`config.mk`:
```
export PLATFORM = sky130hd
export DESIGN_NAME = vector_magnitude_isqrt
export DESIGN_NICKNAME = d
export VERILOG_FILES = /design/src/hdl/vmi_pkg.sv /design/src/hdl/vmi_front.sv /design/src/hdl/vmi_root.sv /design/src/hdl/vmi_scale.sv /design/src/hdl/vector_magnitude_isqrt.sv
export SDC_FILE = /design/constraint.sdc
export NUM_CORES = 2
export LEC_CHECK = 0
export ABC_AREA = 0
export BUFFER_PORTS_ARGS = -buffer_cell sky130_fd_sc_hd__buf_2
export CORE_MARGIN = 2
export CORE_UTILIZATION = 65
export CTS_BUF_LIST = sky130_fd_sc_hd__clkbuf_16
export DETAILED_ROUTE_END_ITERATION = 8
export PLACE_DENSITY_LB_ADDON = 0.25
export SETUP_SLACK_MARGIN = 0.1
export SLEW_MARGIN = 10
export SYNTH_ARGS = -nofsm -noshare
export SYNTH_HDL_FRONTEND = slang
export SYNTH_SLANG_ARGS = --single-unit
```
`constraint.sdc`:
```
create_clock -name clk -period 6.95 [get_ports clk]
set_input_delay 0.695 -clock clk [delete_from_list [all_inputs] [get_ports clk]]
set_output_delay 0.695 -clock clk [all_outputs]
set_load 0.01 [all_outputs]
```
`src/hdl/vmi_pkg.sv`:
```
package vmi_pkg;

    // coordinate width and derived datapath widths
    localparam int COORD_BITS = 16;
    localparam int SQ_W       = 2 * COORD_BITS;
    localparam int SUM_W      = SQ_W + 1;
    localparam int ROOT_W     = COORD_BITS;

    // result field widths
    localparam int STRAIGHT_W = 16;
    localparam int ARC_W      = 17;
    localparam int MEAN_W     = 16;

    // arc scaling, floor(root * 157 / 100)
    localparam logic [7:0] ARC_NUM = 8'd157;
    localparam logic [6:0] ARC_DEN = 7'd100;

    // product width, quotient width and reciprocal of the denominator
    localparam int PROD_W  = ROOT_W + 8;
    localparam int QUOT_W  = PROD_W - 6;
    localparam int RECIP_W = PROD_W - 6;
    localparam logic [RECIP_W-1:0] ARC_RECIP = RECIP_W'((64'd1 << PROD_W) / 100);

    // pipeline depth: front end, one stage per root bit, scaling
    localparam int FRONT_STAGES = 3;
    localparam int SCALE_STAGES = 4;
    localparam int DEPTH        = FRONT_STAGES + ROOT_W + SCALE_STAGES;

endpackage

```
`src/hdl/vmi_front.sv`:
```
module vmi_front
(
    input  logic                                clk,
    input  logic                                rst_n,
    input  logic                                up_valid,
    output logic                                up_ready,
    input  logic signed [vmi_pkg::COORD_BITS-1:0] dx,
    input  logic signed [vmi_pkg::COORD_BITS-1:0] dy,
    output logic                                dn_valid,
    input  logic                                dn_ready,
    output logic [vmi_pkg::SUM_W-1:0]           sum
);

    logic [2:0]                       vld_reg;
    logic [2:0]                       adv;
    logic [vmi_pkg::COORD_BITS-1:0]   ax_reg;
    logic [vmi_pkg::COORD_BITS-1:0]   ay_reg;
    logic [vmi_pkg::COORD_BITS-1:0]   ax_next;
    logic [vmi_pkg::COORD_BITS-1:0]   ay_next;
    logic [vmi_pkg::SQ_W-1:0]         sqx_reg;
    logic [vmi_pkg::SQ_W-1:0]         sqy_reg;
    logic [vmi_pkg::SQ_W-1:0]         sqx_next;
    logic [vmi_pkg::SQ_W-1:0]         sqy_next;
    logic [vmi_pkg::SUM_W-1:0]        sum_reg;
    logic [vmi_pkg::SUM_W-1:0]        sum_next;

    // a stage moves when it is empty or the one after it moves
    assign adv[2]   = !vld_reg[2] || dn_ready;
    assign adv[1]   = !vld_reg[1] || adv[2];
    assign adv[0]   = !vld_reg[0] || adv[1];
    assign up_ready = adv[0];

    // magnitude, the most negative value maps to 2^(n-1)
    assign ax_next = dx[vmi_pkg::COORD_BITS-1]
                   ? (~unsigned'(dx)) + vmi_pkg::COORD_BITS'(1) : unsigned'(dx);
    assign ay_next = dy[vmi_pkg::COORD_BITS-1]
                   ? (~unsigned'(dy)) + vmi_pkg::COORD_BITS'(1) : unsigned'(dy);

    assign sqx_next = vmi_pkg::SQ_W'(ax_reg) * vmi_pkg::SQ_W'(ax_reg);
    assign sqy_next = vmi_pkg::SQ_W'(ay_reg) * vmi_pkg::SQ_W'(ay_reg);
    assign sum_next = vmi_pkg::SUM_W'(sqx_reg) + vmi_pkg::SUM_W'(sqy_reg);

    always_ff @(posedge clk or negedge rst_n)
    begin
        if (!rst_n)
        begin
            vld_reg <= '0;
        end
        else
        begin
            if (adv[0])
            begin
                vld_reg[0] <= up_valid;
            end
            if (adv[1])
            begin
                vld_reg[1] <= vld_reg[0];
            end
            if (adv[2])
            begin
                vld_reg[2] <= vld_reg[1];
            end
        end
    end

    always_ff @(posedge clk)
    begin
        if (adv[0])
        begin
            ax_reg <= ax_next;
            ay_reg <= ay_next;
        end
        if (adv[1])
        begin
            sqx_reg <= sqx_next;
            sqy_reg <= sqy_next;
        end
        if (adv[2])
        begin
            sum_reg <= sum_next;
        end
    end

    assign dn_valid = vld_reg[2];
    assign sum      = sum_reg;

endmodule

```
`src/hdl/vmi_root.sv`:
```
module vmi_root
(
    input  logic                         clk,
    input  logic                         rst_n,
    input  logic                         up_valid,
    output logic                         up_ready,
    input  logic [vmi_pkg::SUM_W-1:0]    sum,
    output logic                         dn_valid,
    input  logic                         dn_ready,
    output logic [vmi_pkg::ROOT_W-1:0]   root
);

    localparam int N = vmi_pkg::ROOT_W;

    logic                        vld_reg  [N];
    logic                        adv      [N];
    logic [vmi_pkg::SUM_W-1:0]   rem_reg  [N-1];
    logic [N-1:0]                root_reg [N];

    // one result bit per stage, most significant first
    for (genvar s = 0; s < N; s++)
    begin : g_bit
        localparam int B = N - 1 - s;

        logic                        v_in;
        logic                        rdy_dn;
        logic [vmi_pkg::SUM_W-1:0]   rem_in;
        logic [N-1:0]                root_in;
        logic [vmi_pkg::SUM_W-1:0]   trial;
        logic                        take;
        logic [vmi_pkg::SUM_W-1:0]   rem_next;
        logic [N-1:0]                root_next;

        if (s == 0)
        begin : g_first
            assign v_in    = up_valid;
            assign rem_in  = sum;
            assign root_in = '0;
        end
        else
        begin : g_mid
            assign v_in    = vld_reg[s-1];
            assign rem_in  = rem_reg[s-1];
            assign root_in = root_reg[s-1];
        end

        if (s == N - 1)
        begin : g_tail
            assign rdy_dn = dn_ready;
        end
        else
        begin : g_link
            assign rdy_dn = adv[s+1];
        end

        assign adv[s] = !vld_reg[s] || rdy_dn;

        // (root + 2^b)^2 - root^2 = root * 2^(b+1) + 2^(2b)
        assign trial     = (vmi_pkg::SUM_W'(root_in) << (B + 1))
                         | (vmi_pkg::SUM_W'(1) << (2 * B));
        assign take      = trial <= rem_in;
        assign rem_next  = take ? rem_in - trial : rem_in;
        assign root_next = take ? root_in | (N'(1) << B) : root_in;

        always_ff @(posedge clk or negedge rst_n)
        begin
            if (!rst_n)
            begin
                vld_reg[s] <= 1'b0;
            end
            else if (adv[s])
            begin
                vld_reg[s] <= v_in;
            end
        end

        always_ff @(posedge clk)
        begin
            if (adv[s])
            begin
                root_reg[s] <= root_next;
            end
        end

        // the last stage needs no remainder
        if (s < N - 1)
        begin : g_rem
            always_ff @(posedge clk)
            begin
                if (adv[s])
                begin
                    rem_reg[s] <= rem_next;
                end
            end
        end
    end

    assign up_ready = adv[0];
    assign dn_valid = vld_reg[N-1];
    assign root     = root_reg[N-1];

endmodule

```
`src/hdl/vmi_scale.sv`:
```
module vmi_scale
(
    input  logic                              clk,
    input  logic                              rst_n,
    input  logic                              up_valid,
    output logic                              up_ready,
    input  logic [vmi_pkg::ROOT_W-1:0]        root,
    output logic                              dn_valid,
    input  logic                              dn_ready,
    output logic [vmi_pkg::STRAIGHT_W-1:0]    straight_len,
    output logic [vmi_pkg::ARC_W-1:0]         arc_len,
    output logic [vmi_pkg::MEAN_W-1:0]        mean_len
);

    localparam int P  = vmi_pkg::PROD_W;
    localparam int Q  = vmi_pkg::QUOT_W;
    localparam int RW = vmi_pkg::RECIP_W;

    logic [3:0]                    vld_reg;
    logic [3:0]                    adv;
    logic [vmi_pkg::ROOT_W-1:0]    s_a_reg;
    logic [vmi_pkg::ROOT_W-1:0]    s_b_reg;
    logic [vmi_pkg::ROOT_W-1:0]    s_c_reg;
    logic [vmi_pkg::ROOT_W-1:0]    s_d_reg;
    logic [P-1:0]                  p_reg;
    logic [P-1:0]                  p_next;
    logic [P-1:0]                  p_b_reg;
    logic [Q-1:0]                  qe_reg;
    logic [Q-1:0]                  qe_next;
    logic [P+RW-1:0]               recip_prod;
    logic [P-1:0]                  resid;
    logic [Q-1:0]                  arc_reg;
    logic [Q-1:0]                  arc_next;
    logic [Q-1:0]                  arc_d_reg;
    logic [Q:0]                    mean_sum;
    logic [Q-1:0]                  mean_reg;

    assign adv[3]   = !vld_reg[3] || dn_ready;
    assign adv[2]   = !vld_reg[2] || adv[3];
    assign adv[1]   = !vld_reg[1] || adv[2];
    assign adv[0]   = !vld_reg[0] || adv[1];
    assign up_ready = adv[0];

    assign p_next = P'(root) * P'(vmi_pkg::ARC_NUM);

    // reciprocal estimate, low by at most one
    assign recip_prod = (P + RW)'(p_reg) * (P + RW)'(vmi_pkg::ARC_RECIP);
    assign qe_next    = recip_prod[P+Q-1:P];

    // one correction step
    assign resid    = p_b_reg - P'(qe_reg) * P'(vmi_pkg::ARC_DEN);
    assign arc_next = (resid >= P'(vmi_pkg::ARC_DEN)) ? qe_reg + Q'(1) : qe_reg;

    assign mean_sum = (Q + 1)'(s_c_reg) + (Q + 1)'(arc_reg);

    always_ff @(posedge clk or negedge rst_n)
    begin
        if (!rst_n)
        begin
            vld_reg <= '0;
        end
        else
        begin
            if (adv[0])
            begin
                vld_reg[0] <= up_valid;
            end
            if (adv[1])
            begin
                vld_reg[1] <= vld_reg[0];
            end
            if (adv[2])
            begin
                vld_reg[2] <= vld_reg[1];
            end
            if (adv[3])
            begin
                vld_reg[3] <= vld_reg[2];
            end
        end
    end

    always_ff @(posedge clk)
    begin
        if (adv[0])
        begin
            s_a_reg <= root;
            p_reg   <= p_next;
        end
        if (adv[1])
        begin
            s_b_reg <= s_a_reg;
            p_b_reg <= p_reg;
            qe_reg  <= qe_next;
        end
        if (adv[2])
        begin
            s_c_reg <= s_b_reg;
            arc_reg <= arc_next;
        end
        if (adv[3])
        begin
            s_d_reg   <= s_c_reg;
            arc_d_reg <= arc_reg;
            mean_reg  <= mean_sum[Q:1];
        end
    end

    assign dn_valid     = vld_reg[3];
    assign straight_len = vmi_pkg::STRAIGHT_W'(s_d_reg);
    assign arc_len      = vmi_pkg::ARC_W'(arc_d_reg);
    assign mean_len     = vmi_pkg::MEAN_W'(mean_reg);

endmodule

```
`src/hdl/vector_magnitude_isqrt.sv`:
```
// path lengths of a signed coordinate offset
//
// request channel: dx, dy (two's complement) with coord_valid / coord_ready
// result channel: straight_len, arc_len, mean_len with len_valid / len_ready
// straight_len = floor sqrt(dx^2 + dy^2), arc_len = floor(157 * straight / 100),
// mean_len = floor((straight + arc) / 2)
//
// one request per cycle unless a held result stalls the pipeline; from
// acceptance to len_valid, magnitude, squares and sum take three stages, the
// root one stage per result bit (16), the arc scaling and mean four stages
// every stage holds a valid bit and moves when empty or when the stage after
// it moves, so bubbles close up and a full pipeline holds up to 23 requests
// when len_ready is low the last stage holds its result unchanged and the
// stall walks back stage by stage; coord_ready drops only once every stage
// is full
// reset clears all valid bits; no other state
module vector_magnitude_isqrt
(
    input  logic                                  clk,
    input  logic                                  rst_n,
    input  logic                                  coord_valid,
    output logic                                  coord_ready,
    input  logic signed [vmi_pkg::COORD_BITS-1:0] dx,
    input  logic signed [vmi_pkg::COORD_BITS-1:0] dy,
    output logic                                  len_valid,
    input  logic                                  len_ready,
    output logic [vmi_pkg::STRAIGHT_W-1:0]        straight_len,
    output logic [vmi_pkg::ARC_W-1:0]             arc_len,
    output logic [vmi_pkg::MEAN_W-1:0]            mean_len
);

    // front end to root
    logic                          sum_valid;
    logic                          sum_ready;
    logic [vmi_pkg::SUM_W-1:0]     sum;

    // root to scaling
    logic                          root_valid;
    logic                          root_ready;
    logic [vmi_pkg::ROOT_W-1:0]    root;

    // magnitudes, squares and their sum
    vmi_front u_front
    (
        .clk      (clk),
        .rst_n    (rst_n),
        .up_valid (coord_valid),
        .up_ready (coord_ready),
        .dx       (dx),
        .dy       (dy),
        .dn_valid (sum_valid),
        .dn_ready (sum_ready),
        .sum      (sum)
    );

    // restoring square root, one bit per stage
    vmi_root u_root
    (
        .clk      (clk),
        .rst_n    (rst_n),
        .up_valid (sum_valid),
        .up_ready (sum_ready),
        .sum      (sum),
        .dn_valid (root_valid),
        .dn_ready (root_ready),
        .root     (root)
    );

    // arc by reciprocal multiply with one correction, then the mean
    vmi_scale u_scale
    (
        .clk          (clk),
        .rst_n        (rst_n),
        .up_valid     (root_valid),
        .up_ready     (root_ready),
        .root         (root),
        .dn_valid     (len_valid),
        .dn_ready     (len_ready),
        .straight_len (straight_len),
        .arc_len      (arc_len),
        .mean_len     (mean_len)
    );

    // back-pressure at the input only comes from a held result
    a_stall_source: assert property (@(posedge clk) disable iff (!rst_n)
        !coord_ready |-> (len_valid && !len_ready))
        else $error("request stalled without a held result");

    // the arc is never shorter than the straight line
    a_arc_order: assert property (@(posedge clk) disable iff (!rst_n)
        len_valid |-> (arc_len >= vmi_pkg::ARC_W'(straight_len)))
        else $error("arc length below straight length");

    // the mean travels with the same request as both lengths
    a_mean_match: assert property (@(posedge clk) disable iff (!rst_n)
        len_valid |-> (vmi_pkg::ARC_W'(mean_len) ==
            vmi_pkg::ARC_W'(((vmi_pkg::ARC_W + 1)'(straight_len)
                           + (vmi_pkg::ARC_W + 1)'(arc_len)) >> 1)))
        else $error("mean length out of step with its lengths");

endmodule
```
==> metrics.cfg <==
[outcome]
status=finished, final reports clean

[floorplan]
die_h_um=326
initial_core_util_pct=65.3
die_w_um=326
dieArea_sq_um=106000
rows=118
core-area_sq_um=103000
ios=87

[finish]
nets=7244
fillers=7022
largest_reg_flops=495
syn2layout_area_growth_pct=9.30
fin_util_pct=71.4
fin_cells=7409
drive_above_1_share_pct=7.23
num_antenna_cells=0

[routing]
wl_um=136000
routed-wl-met2_um=72400
vias=42019
firstDrtPassIters=5
final_antenna_net_count=0
drt_iter0_drc=2515
dr_wl_met3_um=5910
wl_met1_um=54300
wl_per_cell_um=18.4
route.detailed.drc=0
vias_per_cell=5.67
top_layer=met4

[sta]
fmax_mhz=152
worst_pin_slew_ps=1150
setup_violations=0
finClkSkew_ps=61.6
worst_slack_ps=384
rsz0062_at_grt=yes
maxSlewViolCount=0
period_share_pct=94.5
period_needed_ps=6570
final-hold-violation-count=0
fin_setup_tns_ps=0
relSlewSlack_pct=22.8

[synth]
syn-cell-area_sq_um=67400
ys_top_cells_by_area=edfxtp_1, fa_1, ha_1
yosysMostFrequentCell=edfxtp_1
avgSynthCellArea_sq_um=11.8
synth_common_cells=edfxtp_1, inv_1, ha_1, fa_1, nand2_1
synth-edff-count=934
synth_fp_nets=6989
synth_warnings=0
netlist_instances=5690
ys_ff_latch=957
ys.flop_type=edfxtp_1
synth_top_area_share_pct=41.6
ys_seq_area_share_pct=42.5
synthArstFlopShare_pct=2.40
synth_cell_types=79
synth_top_cell_by_area=edfxtp_1

[grt]
grt_antenna_before_repair=0
grtUsageTotal_pct=26.3
grt_start_max_net_pins=58
grt_overflow=0
grt_pass1_wl_um=223000
grt_pass1_vias=44059

[clock_network]
path_clk_slew_ps=60
cts_root_buffer=clkbuf_16
cts_tree=done
clkLatencyLatePin_ps=710
h-tree-depth=3
cts_sinks=957
clockBufferDepth=3
cts_made_buffers=99

[critical_path]
endpoint_kind=flop
cp-start-kind=flop
cp_max_fo=8
cp.required_ps=7350
worstSetupPathType=flop to flop
cp_data_arrival_time_ps=6960

[place]
dp.cells=7161
hpwl_um=108000
place_congestion=0.892
post-place-ws_ps=23.5
portBuffers=86

[worst_hold_path]
worstHoldPathType=input port to async pin

[flow_run]
max-cap-violations=0

-- critical path, stage by stage (launching register included) --
cell and delay, ps:
edfxtp_1 530, and2_1 260, fa_1 510, inv_1 50
fa_1 500, inv_1 60, fa_1 510, inv_1 50
fa_1 480, inv_1 60, fa_1 520, fa_1 450
ha_1 350, a21o_1 180, a21oi_1 140, o21bai_1 70
a41oi_1 250, o21ai_1 170, a41o_1 320, a31oi_1 230
a21oi_1 140, a21o_1 200, a21oi_1 180, xnor2_1 80
-- path summary, 6_finish.rpt --
kind	start	end	slack, ps	cells after the start
hold reg to reg	u_root.rem_reg[0][236]	u_root.rem_reg[1][5]	410	0
hold / removal	rst_n	u_scale.vld_reg[3]	40	1
setup reg to reg	u_front.ax_reg[2]	u_front.sqx_reg[31]	380	23
setup / recovery	u_front.ax_reg[2]	u_front.sqx_reg[31]	380	23
min in group clk	coord_valid	u_front.vld_reg[0]	200	2
max in group asynchronous	rst_n	u_front.vld_reg[2]	6380	1
-- through the flow --
step                hold WS [ps]  instance area (sq um)
floorplan                    399                  67400
global placement             402                  69800
detailed placement           405                  69800
CTS                         14.3                  73100
global route                50.9                  73600
finish                      44.6                  73600
-- kinds of logic (layout without fill, tap and decap cells) --
kind of cell,count (synthesis),count (layout),synth area share [%]
compound gates,744,744,6.95
flops,957,957,42.5
mux,21,21,0.349
buf+inv,997,1336,5.59
fa+ha+maj,1263,1263,29.5
xor+xnor,397,397,5.17
simple gates,1311,1311,9.94
-- per-layer routing --
metal	GRT usage [%]	vias to the layer above
met2	48.6	987
met3	3.58	260
met1	32.0	20733
met4	7.57	0
met5	0	-
li1	-	20039
-- cell type report --
type	instances	area, sq um	share of cell area [%]
flip-flops and latches	957	28600	38.9
inverters	931	3490	4.74
clock inverters	85	753	1.02
clock buffers	100	2500	3.40
multi-input cells	3736	35100	47.7
repair buffers	220	1450	1.97
well taps	1380	1730	2.34
-- cell usage in the layout (no fill, tap or decap), types with 12 or more instances in the layout --
master,netlist,layout
o21ai_1,7,12
and3_1,30,30
o31ai_1,36,36
nor2b_1,51,51
nor4b_1,21,21
nand2b_1,83,83
a21o_1,95,95
or3_1,43,43
o21a_1,63,62
clkbuf_16,0,100
a21boi_0,14,14
edfxtp_1,934,934
nor3_1,108,107
o211ai_1,13,13
xor2_1,151,151
clkinv_2,0,14
or2_2,17,17
clkinv_1,0,20
buf_4,1,131
and2_1,129,129
nand3b_1,13,13
o21ai_0,186,181
a211oi_1,18,18
ha_1,718,716
a31oi_1,14,14
fa_1,545,545
nor2_1,250,248
nand2_1,338,336
xnor2_1,245,245
inv_1,931,950
a21oi_1,208,206
buf_2,2,86
nand4_1,44,44
nand3_1,67,61
dfrtp_1,23,23
o21bai_1,19,19
nor4_1,69,68
-- timing repair --
item                                    4_1_cts  5_1_grt
buffers inserted                              0       63
resized for setup                             1       20
hold buffers                                  0        0
pin swaps                                     0        1
endpoints found under the setup margin        1       30
Power is not shown: default switching activity piles up to over one toggle a cycle in this logic, so the estimate is an artifact.
